===== src/gmds_pkg.sv =====
// Package for the grid maze depth-first solver.
// Holds sizes, register indexes, direction codes, queue and state types.
// No dependencies.
package gmds_pkg;

  localparam int MAX_WIDTH  = 8;
  localparam int MAX_HEIGHT = 8;
  localparam int CELLS      = MAX_WIDTH * MAX_HEIGHT;
  localparam int CELL_W     = $clog2(CELLS);
  localparam int LI_W       = CELL_W + 1;
  localparam int XW         = 3;
  localparam int DW         = 4;

  typedef enum logic [2:0] {
    CFG_GRID_WIDTH  = 3'd0,
    CFG_GRID_HEIGHT = 3'd1,
    CFG_START_X     = 3'd2,
    CFG_START_Y     = 3'd3,
    CFG_END_X       = 3'd4,
    CFG_END_Y       = 3'd5
  } cfg_idx_e;

  typedef enum logic [1:0] {
    DIR_NORTH = 2'd0,
    DIR_SOUTH = 2'd1,
    DIR_EAST  = 2'd2,
    DIR_WEST  = 2'd3
  } dir_e;

  typedef enum logic [3:0] {
    BK_IDLE,
    BK_START,
    BK_START_CHK,
    BK_PROBE,
    BK_CHECK,
    BK_POP,
    BK_EMIT_RD,
    BK_EMIT_WR,
    BK_SINGLE
  } back_state_e;

  // Effective dimensions and endpoints
  typedef struct packed {
    logic [DW-1:0] width;
    logic [DW-1:0] height;
    logic [XW-1:0] start_x;
    logic [XW-1:0] start_y;
    logic [XW-1:0] end_x;
    logic [XW-1:0] end_y;
  } cfg_t;

  // One classified cell on its way to the back end
  typedef struct packed {
    logic              wall;
    logic              keep;
    logic [CELL_W-1:0] addr;
    logic              last;
  } cell_cmd_t;

  function automatic logic [CELL_W-1:0] cell_idx(input logic [XW-1:0] x,
                                                 input logic [XW-1:0] y);
    return CELL_W'(CELL_W'(y) * CELL_W'(MAX_WIDTH) + CELL_W'(x));
  endfunction

endpackage


===== src/grid_maze_dfs_solver_core.sv =====
// Top level of the grid maze depth-first solver: config registers, front, queue, back.
// Depends on gmds_pkg, gmds_front, gmds_queue, gmds_back.
//
//   channel | direction | handshake             | payload
//   --------+-----------+-----------------------+------------------------------------
//   cell    | in        | in_valid_i/in_ready_o | wall_i, last_cell_i
//   config  | in        | cfg_valid_i/cfg_ready_o | cfg_index_i, cfg_data_i
//   path    | out       | out_valid_o/out_ready_i | move_dir_o, found_o, no_move_o, last_step_o
//
// Cells load one per cycle while the back end is idle, through a two-entry queue
// into the wall map; storing a cell also clears its visited bit. After the last
// cell: start, start check, probe and check per trial, pop per dropped frame,
// each on a registered read; a path step is a stack read, then an output write.
// The queue fills and in_ready_o drops while a search or path stream is running.
// Reset restores width 8, height 8, start (0,0) and goal (7,7); no clearing pass.
module grid_maze_dfs_solver_core import gmds_pkg::*; (
  input  logic       clk_i,
  input  logic       rst_ni,
  input  logic       in_valid_i,
  output logic       in_ready_o,
  input  logic       wall_i,
  input  logic       last_cell_i,
  input  logic       cfg_valid_i,
  output logic       cfg_ready_o,
  input  logic [2:0] cfg_index_i,
  input  logic [3:0] cfg_data_i,
  output logic       out_valid_o,
  input  logic       out_ready_i,
  output logic [1:0] move_dir_o,
  output logic       found_o,
  output logic       no_move_o,
  output logic       last_step_o
);

  logic [3:0]    gw_q, gh_q;
  logic [XW-1:0] sx_q, sy_q, ex_q, ey_q;
  cfg_t          cfg;
  cell_cmd_t     front_cmd, back_cmd;
  logic          q_full, q_valid, q_pop, push;

  assign cfg_ready_o = 1'b1;
  assign in_ready_o  = !q_full;
  assign push        = in_valid_i && !q_full;

  // Register writes
  always_ff @(posedge clk_i or negedge rst_ni) begin
    if (!rst_ni) begin
      gw_q <= 4'd8;
      gh_q <= 4'd8;
      sx_q <= '0;
      sy_q <= '0;
      ex_q <= 3'd7;
      ey_q <= 3'd7;
    end else if (cfg_valid_i) begin
      case (cfg_idx_e'(cfg_index_i))
        CFG_GRID_WIDTH:  gw_q <= cfg_data_i;
        CFG_GRID_HEIGHT: gh_q <= cfg_data_i;
        CFG_START_X:     sx_q <= cfg_data_i[XW-1:0];
        CFG_START_Y:     sy_q <= cfg_data_i[XW-1:0];
        CFG_END_X:       ex_q <= cfg_data_i[XW-1:0];
        CFG_END_Y:       ey_q <= cfg_data_i[XW-1:0];
        default:         gw_q <= gw_q;
      endcase
    end
  end

  // Clamp dimensions to the map size
  always_comb begin
    cfg.width   = (gw_q < DW'(MAX_WIDTH))  ? gw_q : DW'(MAX_WIDTH);
    cfg.height  = (gh_q < DW'(MAX_HEIGHT)) ? gh_q : DW'(MAX_HEIGHT);
    cfg.start_x = sx_q;
    cfg.start_y = sy_q;
    cfg.end_x   = ex_q;
    cfg.end_y   = ey_q;
  end

  gmds_front u_front (
    .clk_i       (clk_i),
    .rst_ni      (rst_ni),
    .cfg_i       (cfg),
    .push_i      (push),
    .wall_i      (wall_i),
    .last_cell_i (last_cell_i),
    .cmd_o       (front_cmd)
  );

  gmds_queue u_queue (
    .clk_i   (clk_i),
    .rst_ni  (rst_ni),
    .push_i  (push),
    .data_i  (front_cmd),
    .full_o  (q_full),
    .pop_i   (q_pop),
    .valid_o (q_valid),
    .data_o  (back_cmd)
  );

  gmds_back u_back (
    .clk_i       (clk_i),
    .rst_ni      (rst_ni),
    .cfg_i       (cfg),
    .cmd_valid_i (q_valid),
    .cmd_i       (back_cmd),
    .cmd_pop_o   (q_pop),
    .out_valid_o (out_valid_o),
    .out_ready_i (out_ready_i),
    .move_dir_o  (move_dir_o),
    .found_o     (found_o),
    .no_move_o   (no_move_o),
    .last_step_o (last_step_o)
  );

endmodule


===== src/gmds_ram.sv =====
// Generic single-write, single-read RAM with registered read data.
// No dependencies.
module gmds_ram #(
  parameter int WIDTH = 1,
  parameter int DEPTH = 64
) (
  input  logic                     clk_i,
  input  logic                     we_i,
  input  logic [$clog2(DEPTH)-1:0] waddr_i,
  input  logic [WIDTH-1:0]         wdata_i,
  input  logic [$clog2(DEPTH)-1:0] raddr_i,
  output logic [WIDTH-1:0]         rdata_o
);

  logic [WIDTH-1:0] mem_q [DEPTH];
  logic [WIDTH-1:0] rdata_q;

  // Write port
  always_ff @(posedge clk_i) begin
    if (we_i) begin
      mem_q[waddr_i] <= wdata_i;
    end
  end

  // Registered read port
  always_ff @(posedge clk_i) begin
    rdata_q <= mem_q[raddr_i];
  end

  assign rdata_o = rdata_q;

endmodule


===== src/gmds_front.sv =====
// Front end: counts loaded cells and maps each to a wall map address.
// Depends on gmds_pkg.
module gmds_front import gmds_pkg::*; (
  input  logic      clk_i,
  input  logic      rst_ni,
  input  cfg_t      cfg_i,
  input  logic      push_i,
  input  logic      wall_i,
  input  logic      last_cell_i,
  output cell_cmd_t cmd_o
);

  logic [LI_W-1:0] li_q, li_d;
  logic [LI_W-1:0] row_q, row_d;
  logic [DW-1:0]   col_q, col_d;
  logic            in_range;

  assign in_range = (li_q < LI_W'(CELLS)) && (cfg_i.width != '0)
                    && (row_q < LI_W'(cfg_i.height));

  always_comb begin
    cmd_o.wall = wall_i;
    cmd_o.keep = in_range;
    cmd_o.addr = cell_idx(col_q[XW-1:0], row_q[XW-1:0]);
    cmd_o.last = last_cell_i;
  end

  // Advance the load index with its row and column, restart after the last cell
  always_comb begin
    li_d  = li_q;
    row_d = row_q;
    col_d = col_q;
    if (push_i) begin
      if (last_cell_i) begin
        li_d  = '0;
        row_d = '0;
        col_d = '0;
      end else if (li_q < LI_W'(CELLS)) begin
        li_d = li_q + 1'b1;
        if (col_q + 1'b1 == cfg_i.width) begin
          col_d = '0;
          row_d = row_q + 1'b1;
        end else begin
          col_d = col_q + 1'b1;
        end
      end
    end
  end

  always_ff @(posedge clk_i or negedge rst_ni) begin
    if (!rst_ni) begin
      li_q  <= '0;
      row_q <= '0;
      col_q <= '0;
    end else begin
      li_q  <= li_d;
      row_q <= row_d;
      col_q <= col_d;
    end
  end

endmodule


===== src/gmds_queue.sv =====
// Two-entry queue of classified cells between front and back end.
// Depends on gmds_pkg.
module gmds_queue import gmds_pkg::*; (
  input  logic      clk_i,
  input  logic      rst_ni,
  input  logic      push_i,
  input  cell_cmd_t data_i,
  output logic      full_o,
  input  logic      pop_i,
  output logic      valid_o,
  output cell_cmd_t data_o
);

  cell_cmd_t  ent_q [2];
  logic       wptr_q, wptr_d;
  logic       rptr_q, rptr_d;
  logic [1:0] cnt_q, cnt_d;

  assign full_o  = (cnt_q == 2'd2);
  assign valid_o = (cnt_q != 2'd0);
  assign data_o  = ent_q[rptr_q];

  // Update pointers and fill count
  always_comb begin
    wptr_d = wptr_q;
    rptr_d = rptr_q;
    cnt_d  = cnt_q;
    if (push_i) begin
      wptr_d = ~wptr_q;
    end
    if (pop_i) begin
      rptr_d = ~rptr_q;
    end
    if (push_i && !pop_i) begin
      cnt_d = cnt_q + 2'd1;
    end else if (!push_i && pop_i) begin
      cnt_d = cnt_q - 2'd1;
    end
  end

  always_ff @(posedge clk_i or negedge rst_ni) begin
    if (!rst_ni) begin
      wptr_q <= 1'b0;
      rptr_q <= 1'b0;
      cnt_q  <= '0;
    end else begin
      wptr_q <= wptr_d;
      rptr_q <= rptr_d;
      cnt_q  <= cnt_d;
    end
  end

  // Store payload
  always_ff @(posedge clk_i) begin
    if (push_i) begin
      ent_q[wptr_q] <= data_i;
    end
  end

endmodule


===== src/gmds_back.sv =====
// Back end: writes the wall map, runs the depth-first search, streams the path.
// Depends on gmds_pkg and gmds_ram.
module gmds_back import gmds_pkg::*; (
  input  logic      clk_i,
  input  logic      rst_ni,
  input  cfg_t      cfg_i,
  input  logic      cmd_valid_i,
  input  cell_cmd_t cmd_i,
  output logic      cmd_pop_o,
  output logic      out_valid_o,
  input  logic      out_ready_i,
  output logic [1:0] move_dir_o,
  output logic      found_o,
  output logic      no_move_o,
  output logic      last_step_o
);

  back_state_e state_q, state_d;

  logic [XW-1:0]     cur_x_q, cur_y_q;
  logic [XW:0]       nx_q, ny_q;
  logic [XW:0]       nx, ny;
  logic [CELL_W-1:0] depth_q;
  logic [CELL_W-1:0] k_q;
  logic [1:0]        trial_q;
  logic              single_found_q;

  logic              out_valid_q;
  logic [1:0]        out_dir_q;
  logic              out_found_q, out_nm_q, out_last_q;

  // Map entry: bit 1 wall, bit 0 visited
  logic              map_we;
  logic [CELL_W-1:0] map_waddr, map_raddr;
  logic [1:0]        map_wdata, map_rd;
  logic              stk_we;
  logic [CELL_W-1:0] stk_raddr;
  logic [1:0]        stk_rd;

  logic              out_free;
  logic              next_end, next_ok, start_end, start_ok;
  logic [CELL_W-1:0] next_idx;
  logic              out_load;

  assign out_free = !out_valid_q || out_ready_i;

  // Neighbor of the current cell in the trial direction
  always_comb begin
    nx = {1'b0, cur_x_q};
    ny = {1'b0, cur_y_q};
    case (dir_e'(trial_q))
      DIR_NORTH: ny = {1'b0, cur_y_q} - 1'b1;
      DIR_SOUTH: ny = {1'b0, cur_y_q} + 1'b1;
      DIR_EAST:  nx = {1'b0, cur_x_q} + 1'b1;
      DIR_WEST:  nx = {1'b0, cur_x_q} - 1'b1;
      default:   nx = {1'b0, cur_x_q};
    endcase
  end

  assign next_end  = (nx == {1'b0, cfg_i.end_x}) && (ny == {1'b0, cfg_i.end_y});
  assign start_end = (cfg_i.start_x == cfg_i.end_x) && (cfg_i.start_y == cfg_i.end_y);
  assign next_idx  = cell_idx(nx_q[XW-1:0], ny_q[XW-1:0]);
  assign next_ok   = (DW'(nx_q) < cfg_i.width) && (DW'(ny_q) < cfg_i.height)
                     && !map_rd[1] && !map_rd[0] && (depth_q != CELL_W'(CELLS - 1));
  assign start_ok  = (DW'(cfg_i.start_x) < cfg_i.width)
                     && (DW'(cfg_i.start_y) < cfg_i.height) && !map_rd[1];

  // Next state
  always_comb begin
    state_d = state_q;
    case (state_q)
      BK_IDLE: begin
        if (cmd_valid_i && cmd_i.last) state_d = BK_START;
      end
      BK_START: begin
        state_d = start_end ? BK_SINGLE : BK_START_CHK;
      end
      BK_START_CHK: begin
        state_d = start_ok ? BK_PROBE : BK_SINGLE;
      end
      BK_PROBE: begin
        state_d = next_end ? BK_EMIT_RD : BK_CHECK;
      end
      BK_CHECK: begin
        if (next_ok || trial_q != 2'd3) begin
          state_d = BK_PROBE;
        end else if (depth_q == '0) begin
          state_d = BK_SINGLE;
        end else begin
          state_d = BK_POP;
        end
      end
      BK_POP: begin
        if (stk_rd != 2'd3) begin
          state_d = BK_PROBE;
        end else if (depth_q == '0) begin
          state_d = BK_SINGLE;
        end
      end
      BK_EMIT_RD: begin
        state_d = BK_EMIT_WR;
      end
      BK_EMIT_WR: begin
        if (out_free) state_d = (k_q == depth_q) ? BK_IDLE : BK_EMIT_RD;
      end
      BK_SINGLE: begin
        if (out_free) state_d = BK_IDLE;
      end
      default: state_d = BK_IDLE;
    endcase
  end

  // Memory controls and queue pop; storing a cell also clears its visited bit
  always_comb begin
    cmd_pop_o = 1'b0;
    map_we    = 1'b0;
    map_waddr = cmd_i.addr;
    map_wdata = {cmd_i.wall, 1'b0};
    map_raddr = cell_idx(nx[XW-1:0], ny[XW-1:0]);
    stk_we    = 1'b0;
    out_load  = 1'b0;
    stk_raddr = k_q;
    case (state_q)
      BK_IDLE: begin
        cmd_pop_o = cmd_valid_i;
        map_we    = cmd_valid_i && cmd_i.keep;
      end
      BK_START: map_raddr = cell_idx(cfg_i.start_x, cfg_i.start_y);
      BK_START_CHK: begin
        // Mark the start cell visited, it is open
        map_we    = start_ok;
        map_waddr = cell_idx(cfg_i.start_x, cfg_i.start_y);
        map_wdata = {1'b0, 1'b1};
      end
      BK_PROBE: stk_we = 1'b1;
      BK_CHECK: begin
        stk_raddr = depth_q - 1'b1;
        map_we    = next_ok;
        map_waddr = next_idx;
        map_wdata = {1'b0, 1'b1};
      end
      BK_POP:   stk_raddr = depth_q - 1'b1;
      BK_EMIT_WR, BK_SINGLE: out_load = out_free;
      default: cmd_pop_o = 1'b0;
    endcase
  end

  // Control registers
  always_ff @(posedge clk_i or negedge rst_ni) begin
    if (!rst_ni) begin
      state_q     <= BK_IDLE;
      out_valid_q <= 1'b0;
      depth_q     <= '0;
      cur_x_q     <= '0;
      cur_y_q     <= '0;
    end else begin
      state_q <= state_d;
      if (out_load) begin
        out_valid_q <= 1'b1;
      end else if (out_ready_i) begin
        out_valid_q <= 1'b0;
      end
      case (state_q)
        BK_START_CHK: begin
          depth_q <= '0;
          cur_x_q <= cfg_i.start_x;
          cur_y_q <= cfg_i.start_y;
        end
        BK_CHECK: begin
          if (next_ok) begin
            depth_q <= depth_q + 1'b1;
            cur_x_q <= nx_q[XW-1:0];
            cur_y_q <= ny_q[XW-1:0];
          end else if (trial_q == 2'd3 && depth_q != '0) begin
            depth_q <= depth_q - 1'b1;
          end
        end
        BK_POP: begin
          // Undo the move that led into the dropped frame
          case (dir_e'(stk_rd))
            DIR_NORTH: cur_y_q <= cur_y_q + 1'b1;
            DIR_SOUTH: cur_y_q <= cur_y_q - 1'b1;
            DIR_EAST:  cur_x_q <= cur_x_q - 1'b1;
            DIR_WEST:  cur_x_q <= cur_x_q + 1'b1;
            default:   cur_x_q <= cur_x_q;
          endcase
          if (stk_rd == 2'd3 && depth_q != '0) depth_q <= depth_q - 1'b1;
        end
        default: depth_q <= depth_q;
      endcase
    end
  end

  // Search datapath
  always_ff @(posedge clk_i) begin
    case (state_q)
      BK_START: begin
        single_found_q <= start_end;
      end
      BK_START_CHK: begin
        trial_q        <= '0;
        single_found_q <= 1'b0;
      end
      BK_PROBE: begin
        nx_q <= nx;
        ny_q <= ny;
        k_q  <= '0;
      end
      BK_CHECK: begin
        if (next_ok) begin
          trial_q <= '0;
        end else if (trial_q != 2'd3) begin
          trial_q <= trial_q + 1'b1;
        end
      end
      BK_POP: begin
        if (stk_rd != 2'd3) trial_q <= stk_rd + 1'b1;
      end
      BK_EMIT_WR: begin
        if (out_free) k_q <= k_q + 1'b1;
      end
      default: trial_q <= trial_q;
    endcase
  end

  // Output register
  always_ff @(posedge clk_i) begin
    if (out_load) begin
      if (state_q == BK_SINGLE) begin
        out_dir_q   <= DIR_NORTH;
        out_found_q <= single_found_q;
        out_nm_q    <= 1'b1;
        out_last_q  <= 1'b1;
      end else begin
        out_dir_q   <= stk_rd;
        out_found_q <= 1'b1;
        out_nm_q    <= 1'b0;
        out_last_q  <= (k_q == depth_q);
      end
    end
  end

  gmds_ram #(.WIDTH(2), .DEPTH(CELLS)) u_wall_ram (
    .clk_i   (clk_i),
    .we_i    (map_we),
    .waddr_i (map_waddr),
    .wdata_i (map_wdata),
    .raddr_i (map_raddr),
    .rdata_o (map_rd)
  );

  gmds_ram #(.WIDTH(2), .DEPTH(CELLS)) u_stack_ram (
    .clk_i   (clk_i),
    .we_i    (stk_we),
    .waddr_i (depth_q),
    .wdata_i (trial_q),
    .raddr_i (stk_raddr),
    .rdata_o (stk_rd)
  );

  assign out_valid_o = out_valid_q;
  assign move_dir_o  = out_dir_q;
  assign found_o     = out_found_q;
  assign no_move_o   = out_nm_q;
  assign last_step_o = out_last_q;

endmodule


===== config.mk =====
export PLATFORM = sky130hd
export DESIGN_NAME = grid_maze_dfs_solver_core
export DESIGN_NICKNAME = d
export VERILOG_FILES = /design/src/gmds_pkg.sv /design/src/grid_maze_dfs_solver_core.sv /design/src/gmds_ram.sv /design/src/gmds_front.sv /design/src/gmds_queue.sv /design/src/gmds_back.sv
export SDC_FILE = /design/constraint.sdc
export NUM_CORES = 1
export LEC_CHECK = 0
export ABC_AREA = 1
export BUFFER_PORTS_ARGS = -buffer_cell sky130_fd_sc_hd__buf_2
export CORE_MARGIN = 10
export CORE_UTILIZATION = 30
export DETAILED_ROUTE_END_ITERATION = 10
export HOLD_SLACK_MARGIN = 0.12
export PLACE_DENSITY_LB_ADDON = 0.08
export SYNTH_ARGS = -nofsm -noshare
export SYNTH_HDL_FRONTEND = slang
export SYNTH_SLANG_ARGS = --single-unit

===== constraint.sdc =====
create_clock -name clk_i -period 5.4 [get_ports clk_i]
set_clock_uncertainty 0.15 [all_clocks]
set_input_delay 0.54 -clock clk_i [delete_from_list [all_inputs] [get_ports clk_i]]
set_output_delay 0.54 -clock clk_i [all_outputs]
set_load 0.01 [all_outputs]

==> flow_results.xml, run 1 <==
<?xml version="1.0" encoding="UTF-8"?>
<metrics>
  <group name="floorplanning">
    <metric name="floorplan.die_area" unit="um2">70380</metric>
    <metric name="core_region_area" unit="um2">59240</metric>
    <metric name="initial_utilization" unit="">0.3047</metric>
    <metric name="rows" unit="">89</metric>
    <metric name="die_x" unit="um">265.3</metric>
    <metric name="fp.dieH" unit="um">265.3</metric>
    <metric name="floorplan.io_pins" unit="">22</metric>
  </group>
  <group name="placed_design">
    <metric name="place_hpwl" unit="mm">32.68</metric>
    <metric name="gpl.final_weighted_congestion" unit="">0.8146</metric>
    <metric name="dp_cells" unit="">2746</metric>
    <metric name="portBuffers" unit="">20</metric>
  </group>
  <group name="detailed_routing">
    <metric name="drc_violation_total_after_the_first_tritonroute_iteration" unit="">799</metric>
    <metric name="vias" unit="">13162</metric>
    <metric name="detail_route.wirelength" unit="mm">50.36</metric>
    <metric name="post_detailed_route_wirelength_per_cell" unit="um">17.81</metric>
    <metric name="drc" unit="">0</metric>
    <metric name="drt_pre_antenna_iters" unit="">5</metric>
    <metric name="antenna_violating_nets_left" unit="">0</metric>
    <metric name="viasPerCell" unit="">4.654</metric>
  </group>
  <group name="layout">
    <metric name="multi_input_area" unit="um2">5992</metric>
    <metric name="regArea" unit="um2">10460</metric>
    <metric name="instances_no_fill" unit="">2828</metric>
    <metric name="fill_count" unit="">6184</metric>
    <metric name="final_nets" unit="">2072</metric>
    <metric name="areaGrowthSynthToFinish" unit="%">13.09</metric>
    <metric name="fraction_of_final_layout_cells_sized_beyond_drive_strength_1" unit="">0.07348</metric>
    <metric name="diodes" unit="">0</metric>
  </group>
  <group name="synthesis">
    <metric name="yosysSeqAreaShare" unit="">0.5792</metric>
    <metric name="syn_inst" unit="">1996</metric>
    <metric name="synth_top_cell_area_share" unit="">0.4924</metric>
    <metric name="ys_seq_elements" unit="">359</metric>
    <metric name="synth_cell_type_count" unit="">52</metric>
    <metric name="post_synth_most_frequent_cells" unit="">nand2_1, inv_1, nand3_1, edfxtp_1, nor2_1</metric>
    <metric name="netlist_area_before_placement" unit="um2">18050</metric>
    <metric name="mappedNetlistNets" unit="">2046</metric>
    <metric name="synth_top_cells_by_area" unit="">edfxtp_1, nand2_1, nand3_1</metric>
    <metric name="library_cell_with_the_highest_instance_count_after_synthesis" unit="">nand2_1</metric>
    <metric name="postSynth.asyncResetShare" unit="">0.1643</metric>
    <metric name="post-synth-top-area-cell" unit="">edfxtp_1</metric>
    <metric name="dominantRegCellSynth" unit="">edfxtp_1</metric>
    <metric name="synth_area_per_cell" unit="um2">9.043</metric>
    <metric name="number_of_enable_flip_flop_cells_after_synthesis" unit="">296</metric>
    <metric name="yosysWarnings" unit="">0</metric>
  </group>
  <group name="setup_path">
    <metric name="r2r.worst_path.cells" unit="">15</metric>
    <metric name="critical_path.slowest_cell" unit="">nand2_1</metric>
    <metric name="worst_setup_path_end_kind" unit="">flop</metric>
    <metric name="slowest_delay" unit="ns">0.89</metric>
    <metric name="crit_path_top_cell_by_count" unit="">nand2_1</metric>
    <metric name="critPathRequiredTime" unit="ns">5.73</metric>
    <metric name="r2r_start" unit="">u_back.trial_q[0]</metric>
    <metric name="regToRegSetupSlack" unit="ns">1.78</metric>
    <metric name="path_delay_family" unit="">simple AND/OR/NAND/NOR gates</metric>
    <metric name="arrival" unit="ns">3.95</metric>
    <metric name="setup.worst_path.start" unit="">u_back.trial_q[0]</metric>
    <metric name="worstSetupStartpointType" unit="">flop</metric>
    <metric name="timing.critical_path.cells" unit="">buf_4, inv_1, ha_1, nor2_1, nand2_1, nand2_1, nand2_1, nand2_1, nand3_1, nand3_1, nand2_1, nand2_1, nand3_1, nand3_1, nand2_1</metric>
    <metric name="timing.critical_path.fanout_max" unit="">67</metric>
    <metric name="crit_type" unit="">flop to flop</metric>
    <metric name="crit_end" unit="">u_back.u_wall_ram.rdata_o[0]</metric>
    <metric name="critPathBufInv" unit="">2</metric>
    <metric name="r2r-end" unit="">u_back.u_wall_ram.rdata_o[0]</metric>
    <metric name="timing.critical_path.depth" unit="">15</metric>
  </group>
  <group name="cts">
    <metric name="cts_tree" unit="">built</metric>
    <metric name="cts_post_setup_buffers_inserted" unit="">0</metric>
    <metric name="cts.repair.resized" unit="">0</metric>
    <metric name="cts_num_sinks" unit="">359</metric>
    <metric name="clock_tree.buffer_depth" unit="">3</metric>
    <metric name="clock_latency" unit="ns">0.58</metric>
    <metric name="ctsRootBufferMaster" unit="">clkbuf_16</metric>
    <metric name="tritoncts_buffers" unit="">43</metric>
    <metric name="cts_hold_repair.buffers" unit="">4</metric>
    <metric name="h-tree-depth" unit="">2</metric>
    <metric name="worst_setup_hold_path_clk_slew" unit="ns">0.06</metric>
  </group>
  <group name="sta">
    <metric name="final-max-slew-violation-count" unit="">0</metric>
    <metric name="final-hold-violation-count" unit="">0</metric>
    <metric name="fmax" unit="MHz">276.5</metric>
    <metric name="max-slew-margin-rel" unit="">0.1932</metric>
    <metric name="rsz0062_at_grt" unit="">false</metric>
    <metric name="worst_pin_slew" unit="ns">1.207</metric>
    <metric name="min_period_over_period" unit="">0.6698</metric>
    <metric name="report.final.setup_viol" unit="">0</metric>
    <metric name="totalNegativeSetupSlack" unit="ns">0</metric>
    <metric name="timing.final.crit_period" unit="ns">3.617</metric>
  </group>
  <group name="grt">
    <metric name="global_route.overflow_total" unit="">0</metric>
    <metric name="wire_length_of_the_first_global_routing_pass" unit="mm">78.20</metric>
    <metric name="grt_max_degree" unit="">70</metric>
    <metric name="grt_use_total" unit="">0.1425</metric>
    <metric name="grt_antenna_before_repair" unit="">0</metric>
    <metric name="first_global_vias" unit="">13225</metric>
  </group>
  <group name="outcome">
    <metric name="run_status" unit="">finished clean</metric>
  </group>
  <group name="power_and_ir_drop">
    <metric name="worst_ir_drop_vdd" unit="mV">0.2700</metric>
    <metric name="p_comb_frac" unit="">0.422</metric>
    <metric name="p_sw" unit="uW">5128</metric>
    <metric name="power_frac_seq" unit="">0.327</metric>
    <metric name="power_report.internal_total" unit="uW">6841</metric>
    <metric name="cellLeakagePower" unit="uW">0.008624</metric>
    <metric name="power.clock.fraction" unit="">0.251</metric>
    <metric name="power.switching_fraction" unit="">0.4285</metric>
    <metric name="power.density_cell_area" unit="nW/um2">586.3</metric>
  </group>
  <group name="job">
    <metric name="max_cap_violations" unit="">0</metric>
  </group>
  <group name="min_path">
    <metric name="hold_path.class" unit="">input port to flop</metric>
  </group>
</metrics>
power by group through the flow:
stage	clock network, uW	registers, uW	logic [uW]
after floorplan	0	3920	3520
after global placement	0	3970	5110
after detailed placement	0	3970	5130
after CTS	3090	3920	5150
after global routing	3200	3950	5730
final	3000	3910	5050
routing by layer:
layer,vias up,global-route usage,wire length [um]
li1,6551,-,-
met1,6335,0.1832,23140
met2,195,0.2427,24180
met3,81,0.02002,1647
met4,0,0.04783,1397
met5,-,0,0
stage by stage:
stage                     instance area, um2  worst slack, ns    util  hold slack (ns)  power (uW)
after floorplan                        18050            1.321       -          0.09441        7445
after global placement                 18920            1.738  0.3194           0.3022        9081
after detailed placement               18920            1.703  0.3194           0.3043        9097
after CTS                              20410            1.703  0.3446           0.1662       12160
after global routing                   20410            1.370  0.3446           0.1782       12880
final                                  20410            1.783  0.3446           0.1902       11970
layout by cell type, fill, tap and decap left out, drive strengths merged, types with 6 or more instances in the layout:
cell type	synthesis	final
a21oi	31	31
buf	49	32
bufinv	0	6
clkbuf	6	62
clkinv	1	9
dfrtp	51	51
dfstp	8	8
edfxtp	296	296
ha	32	32
inv	350	351
nand2	478	478
nand3	305	305
nand3b	8	8
nand4	11	11
nor2	203	203
nor3	11	11
o21ai	81	81
xnor2	12	12
xor2	21	21
kinds of logic (layout without fill, tap and decap cells):
group | Yosys count | count (layout) | share of synthesized area
buffers and inverters | 406 | 465 | 0.08970
XOR/XNOR | 33 | 33 | 0.01601
AO/OA/AOI/OAI | 138 | 138 | 0.04464
flip-flops | 359 | 359 | 0.5792
other | 1 | 1 | 0.0002078
AND/OR/NAND/NOR | 1023 | 1023 | 0.2436
adder cells (fa/ha/maj) | 36 | 36 | 0.02662
cell type report:
type | count | area share
sequential | 359 | 0.5122
multi-input combinational | 1231 | 0.2935
inverter | 351 | 0.06454
clock buffer | 62 | 0.05817
tap | 773 | 0.04738
clock inverter | 16 | 0.01293
timing repair buffer | 36 | 0.01128
sequential cells by signal (all words and copies together) (netlist names), 4 cells and up:
signal,count
u_front.col_q,4
u_back.ny_q,4
u_back.u_wall_ram.mem_q,128
u_back.k_q,6
u_back.depth_q,6
u_queue.ent_q,18
u_front.row_q,7
gh_q,4
gw_q,4
u_back.nx_q,4
u_back.u_stack_ram.mem_q,128
u_front.li_q,7
u_back.state_q,4
worst min path at each step:
stage	from	endpoint	slack, ns	cells after the start
6_report	last_cell_i	u_front.row_q[4]	0.19	2
4_1_cts	last_cell_i	u_front.row_q[4]	0.17	2
2_1_floorplan	rst_ni	gh_q[0]	0.09	0
3_5_place_dp	u_front.li_q[5]	u_front.li_q[5]	0.30	1
3_3_place_gp	u_front.li_q[5]	u_front.li_q[5]	0.30	1
5_1_grt	last_cell_i	u_queue.ent_q[1][0]	0.18	1
No activity file was read; power rests on OpenSTA's default activity.
==> inputs of run 2 (changes only) <==
- ABC_AREA: 1 -> 0
- clock period: 5.4 -> 3.25 ns (I/O delays scaled with it)
==> run 2 against run 1 <==
- combinational power up 100%
- routed wire length fell by 2.5%
- maximum frequency increased by 12%
==> flow_results.xml, run 2 <==
<?xml version="1.0" encoding="UTF-8"?>
<metrics>
  <group name="layout">
    <metric name="final_nets" unit="">1578</metric>
    <metric name="fraction_of_final_layout_cells_sized_beyond_drive_strength_1" unit="">0.2391</metric>
    <metric name="areaGrowthSynthToFinish" unit="%">22.12</metric>
    <metric name="reg_top3" unit="">u_back.u_stack_ram.mem_q x128, u_back.u_wall_ram.mem_q x128, u_queue.ent_q x18</metric>
    <metric name="fill_count" unit="">5606</metric>
    <metric name="regArea" unit="um2">10460</metric>
    <metric name="diodes" unit="">0</metric>
    <metric name="design_area" unit="um2">21000</metric>
    <metric name="mostFrequentLayoutCells" unit="">edfxtp_1, nand2_1, nor2_1, buf_4, nand3_1</metric>
    <metric name="final_common_cell" unit="">edfxtp_1</metric>
    <metric name="multi_input_area" unit="um2">6761</metric>
  </group>
  <group name="setup_path">
    <metric name="crit_type" unit="">flop to flop</metric>
    <metric name="worst_setup_path_end_kind" unit="">flop</metric>
    <metric name="arrival" unit="ns">3.51</metric>
    <metric name="regToRegSetupSlack" unit="ns">0.03</metric>
    <metric name="timing.critical_path.fanout_max" unit="">8</metric>
    <metric name="worstSetupStartpointType" unit="">flop</metric>
    <metric name="critPathRequiredTime" unit="ns">3.55</metric>
  </group>
  <group name="detailed_routing">
    <metric name="vias" unit="">11646</metric>
    <metric name="drc_violation_total_after_the_first_tritonroute_iteration" unit="">809</metric>
    <metric name="post_detailed_route_wirelength_per_cell" unit="um">21.17</metric>
    <metric name="viasPerCell" unit="">5.020</metric>
    <metric name="detail_route.wirelength" unit="mm">49.12</metric>
    <metric name="antenna_violating_nets_left" unit="">0</metric>
    <metric name="drt_pre_antenna_iters" unit="">5</metric>
    <metric name="drc" unit="">0</metric>
  </group>
  <group name="floorplanning">
    <metric name="rows" unit="">87</metric>
    <metric name="floorplan.io_pins" unit="">22</metric>
    <metric name="core_region_area" unit="um2">56600</metric>
    <metric name="initial_utilization" unit="">0.3037</metric>
    <metric name="fp.dieH" unit="um">259.4</metric>
    <metric name="die_x" unit="um">259.4</metric>
    <metric name="floorplan.die_area" unit="um2">67290</metric>
  </group>
  <group name="synthesis">
    <metric name="yosysSeqAreaShare" unit="">0.6081</metric>
    <metric name="ys_seq_elements" unit="">359</metric>
    <metric name="yosysWarnings" unit="">0</metric>
    <metric name="netlist_area_before_placement" unit="um2">17190</metric>
    <metric name="library_cell_with_the_highest_instance_count_after_synthesis" unit="">edfxtp_1</metric>
    <metric name="post-synth-top-area-cell" unit="">edfxtp_1</metric>
    <metric name="dominantRegCellSynth" unit="">edfxtp_1</metric>
    <metric name="synth_area_per_cell" unit="um2">12.47</metric>
    <metric name="postSynth.asyncResetShare" unit="">0.1643</metric>
    <metric name="number_of_enable_flip_flop_cells_after_synthesis" unit="">296</metric>
    <metric name="synth_top_cells_by_area" unit="">edfxtp_1, dfrtp_1, mux2i_1</metric>
    <metric name="mappedNetlistNets" unit="">1429</metric>
    <metric name="post_synth_most_frequent_cells" unit="">edfxtp_1, nand2_1, nor2_1, nor3_1, nand3_1</metric>
    <metric name="syn_inst" unit="">1379</metric>
    <metric name="synth_cell_type_count" unit="">81</metric>
    <metric name="synth_top_cell_area_share" unit="">0.5170</metric>
  </group>
  <group name="cts">
    <metric name="cts_tree" unit="">built</metric>
    <metric name="clock_tree.buffer_depth" unit="">3</metric>
    <metric name="worst_setup_hold_path_clk_slew" unit="ns">0.06</metric>
    <metric name="ctsRootBufferMaster" unit="">clkbuf_16</metric>
    <metric name="tritoncts_buffers" unit="">45</metric>
    <metric name="h-tree-depth" unit="">2</metric>
    <metric name="cts_num_sinks" unit="">359</metric>
    <metric name="clock_latency" unit="ns">0.58</metric>
  </group>
  <group name="power_and_ir_drop">
    <metric name="cellLeakagePower" unit="uW">0.007503</metric>
    <metric name="power.density_cell_area" unit="nW/um2">1018</metric>
    <metric name="worst_ir_drop_vdd" unit="mV">0.8035</metric>
  </group>
  <group name="grt">
    <metric name="wire_length_of_the_first_global_routing_pass" unit="mm">74.37</metric>
    <metric name="grt_antenna_before_repair" unit="">0</metric>
    <metric name="global_route.overflow_total" unit="">0</metric>
    <metric name="grt_use_total" unit="">0.1437</metric>
    <metric name="first_global_vias" unit="">11800</metric>
    <metric name="grt_max_degree" unit="">65</metric>
  </group>
  <group name="sta">
    <metric name="timing.final.crit_period" unit="ns">3.217</metric>
    <metric name="final.hold.worst_slack" unit="ns">0.2096</metric>
    <metric name="final-hold-violation-count" unit="">0</metric>
    <metric name="fmax" unit="MHz">310.8</metric>
    <metric name="max-slew-margin-rel" unit="">0.4168</metric>
    <metric name="final-max-slew-violation-count" unit="">0</metric>
    <metric name="report.final.setup_viol" unit="">0</metric>
    <metric name="min_period_over_period" unit="">0.9899</metric>
    <metric name="totalNegativeSetupSlack" unit="ns">0</metric>
    <metric name="rsz0062_at_grt" unit="">true</metric>
    <metric name="worst_pin_slew" unit="ns">0.8716</metric>
  </group>
  <group name="job">
    <metric name="max_cap_violations" unit="">0</metric>
  </group>
  <group name="placed_design">
    <metric name="portBuffers" unit="">20</metric>
    <metric name="place_hpwl" unit="mm">32.22</metric>
    <metric name="gpl.final_weighted_congestion" unit="">0.7688</metric>
    <metric name="placed_area" unit="um2">18810</metric>
  </group>
  <group name="outcome">
    <metric name="run_status" unit="">finished clean</metric>
  </group>
  <group name="min_path">
    <metric name="hold_path.class" unit="">input port to asynchronous set/reset pin</metric>
  </group>
</metrics>
## run 2: critical path, stage by stage (launching register included)
cell	delay, ns
dfrtp_1	0.40
or4b_1	0.66
mux2i_4	0.35
buf_4	0.26
mux4_1	0.58
o2111a_1	0.27
a2111oi_2	0.30
nand3_1	0.13
## run 2: where the power goes
part / switching (uW) / leakage [uW] / internal, uW
clock: 2010 / 0.000661 / 2630
sequential: 412 / 0.00347 / 6030
combinational: 6420 / 0.00338 / 3870
total: 8840 / 0.00750 / 12500
## run 2: cell type report
| class | instances | area share |
|---|---|---|
| clock buffers | 52 | 0.05488 |
| clock inverters | 31 | 0.009833 |
| inverters | 24 | 0.004291 |
| multi-input cells | 929 | 0.3220 |
| flip-flops and latches | 359 | 0.4979 |
| well taps | 756 | 0.04505 |
| repair buffers | 169 | 0.06597 |
## run 2: cells by family after synthesis
| family | synth area share |
|---|---|
| and+or+nand+nor | 0.1450 |
| DFF | 0.6081 |
| AOI/OAI and AO/OA | 0.08515 |
| muxes | 0.08355 |
| buffers and inverters | 0.02707 |
| xor gates and xnor gates | 0.02292 |
| adders and majority gates | 0.02795 |
| other | 0.0002181 |
## run 2: worst paths after layout
kind                                    from                           end  depth (start not counted)
min                                   rst_ni                       sy_q[2]                          2
max reg2reg                u_back.state_q[1]  u_back.u_wall_ram.rdata_o[0]                          7
min in group clk_i          u_queue.cnt_q[1]              u_queue.cnt_q[1]                          1
max                        u_back.state_q[1]  u_back.u_wall_ram.rdata_o[0]                          7
max in group asynchronous             rst_ni                       gh_q[3]                          3
min reg2reg                 u_queue.cnt_q[1]              u_queue.cnt_q[1]                          1
## run 2: per-layer routing
| metal | up-vias | GRT usage | wire length, um |
|---|---|---|---|
| li1 | 5547 | - | - |
| met1 | 5823 | 0.1965 | 22940 |
| met2 | 215 | 0.2338 | 23250 |
| met3 | 61 | 0.02303 | 1996 |
| met4 | 0 | 0.03524 | 933 |
| met5 | - | 0 | 0 |
## run 2: what timing repair did
action	4_1_cts	5_1_grt
buffers inserted	8	8
gates resized for setup	14	82
gates cloned	1	1
pin swaps	3	4
hold buffers	21	0
setup endpoints to repair	70	136
hold endpoints to repair	60	0
## run 2: stage by stage
stage               total power, uW  worst slack (ns)    util  cells
finish                        21370           0.03291  0.3709   2320
global route                  22680          -0.01799  0.3709   2320
CTS                           21120          -0.01213  0.3628   2311
detailed placement            16060          -0.09255  0.3323   2198
global placement              16080          -0.02445  0.3323   2198
floorplan                     12530           -0.4221       -   1379
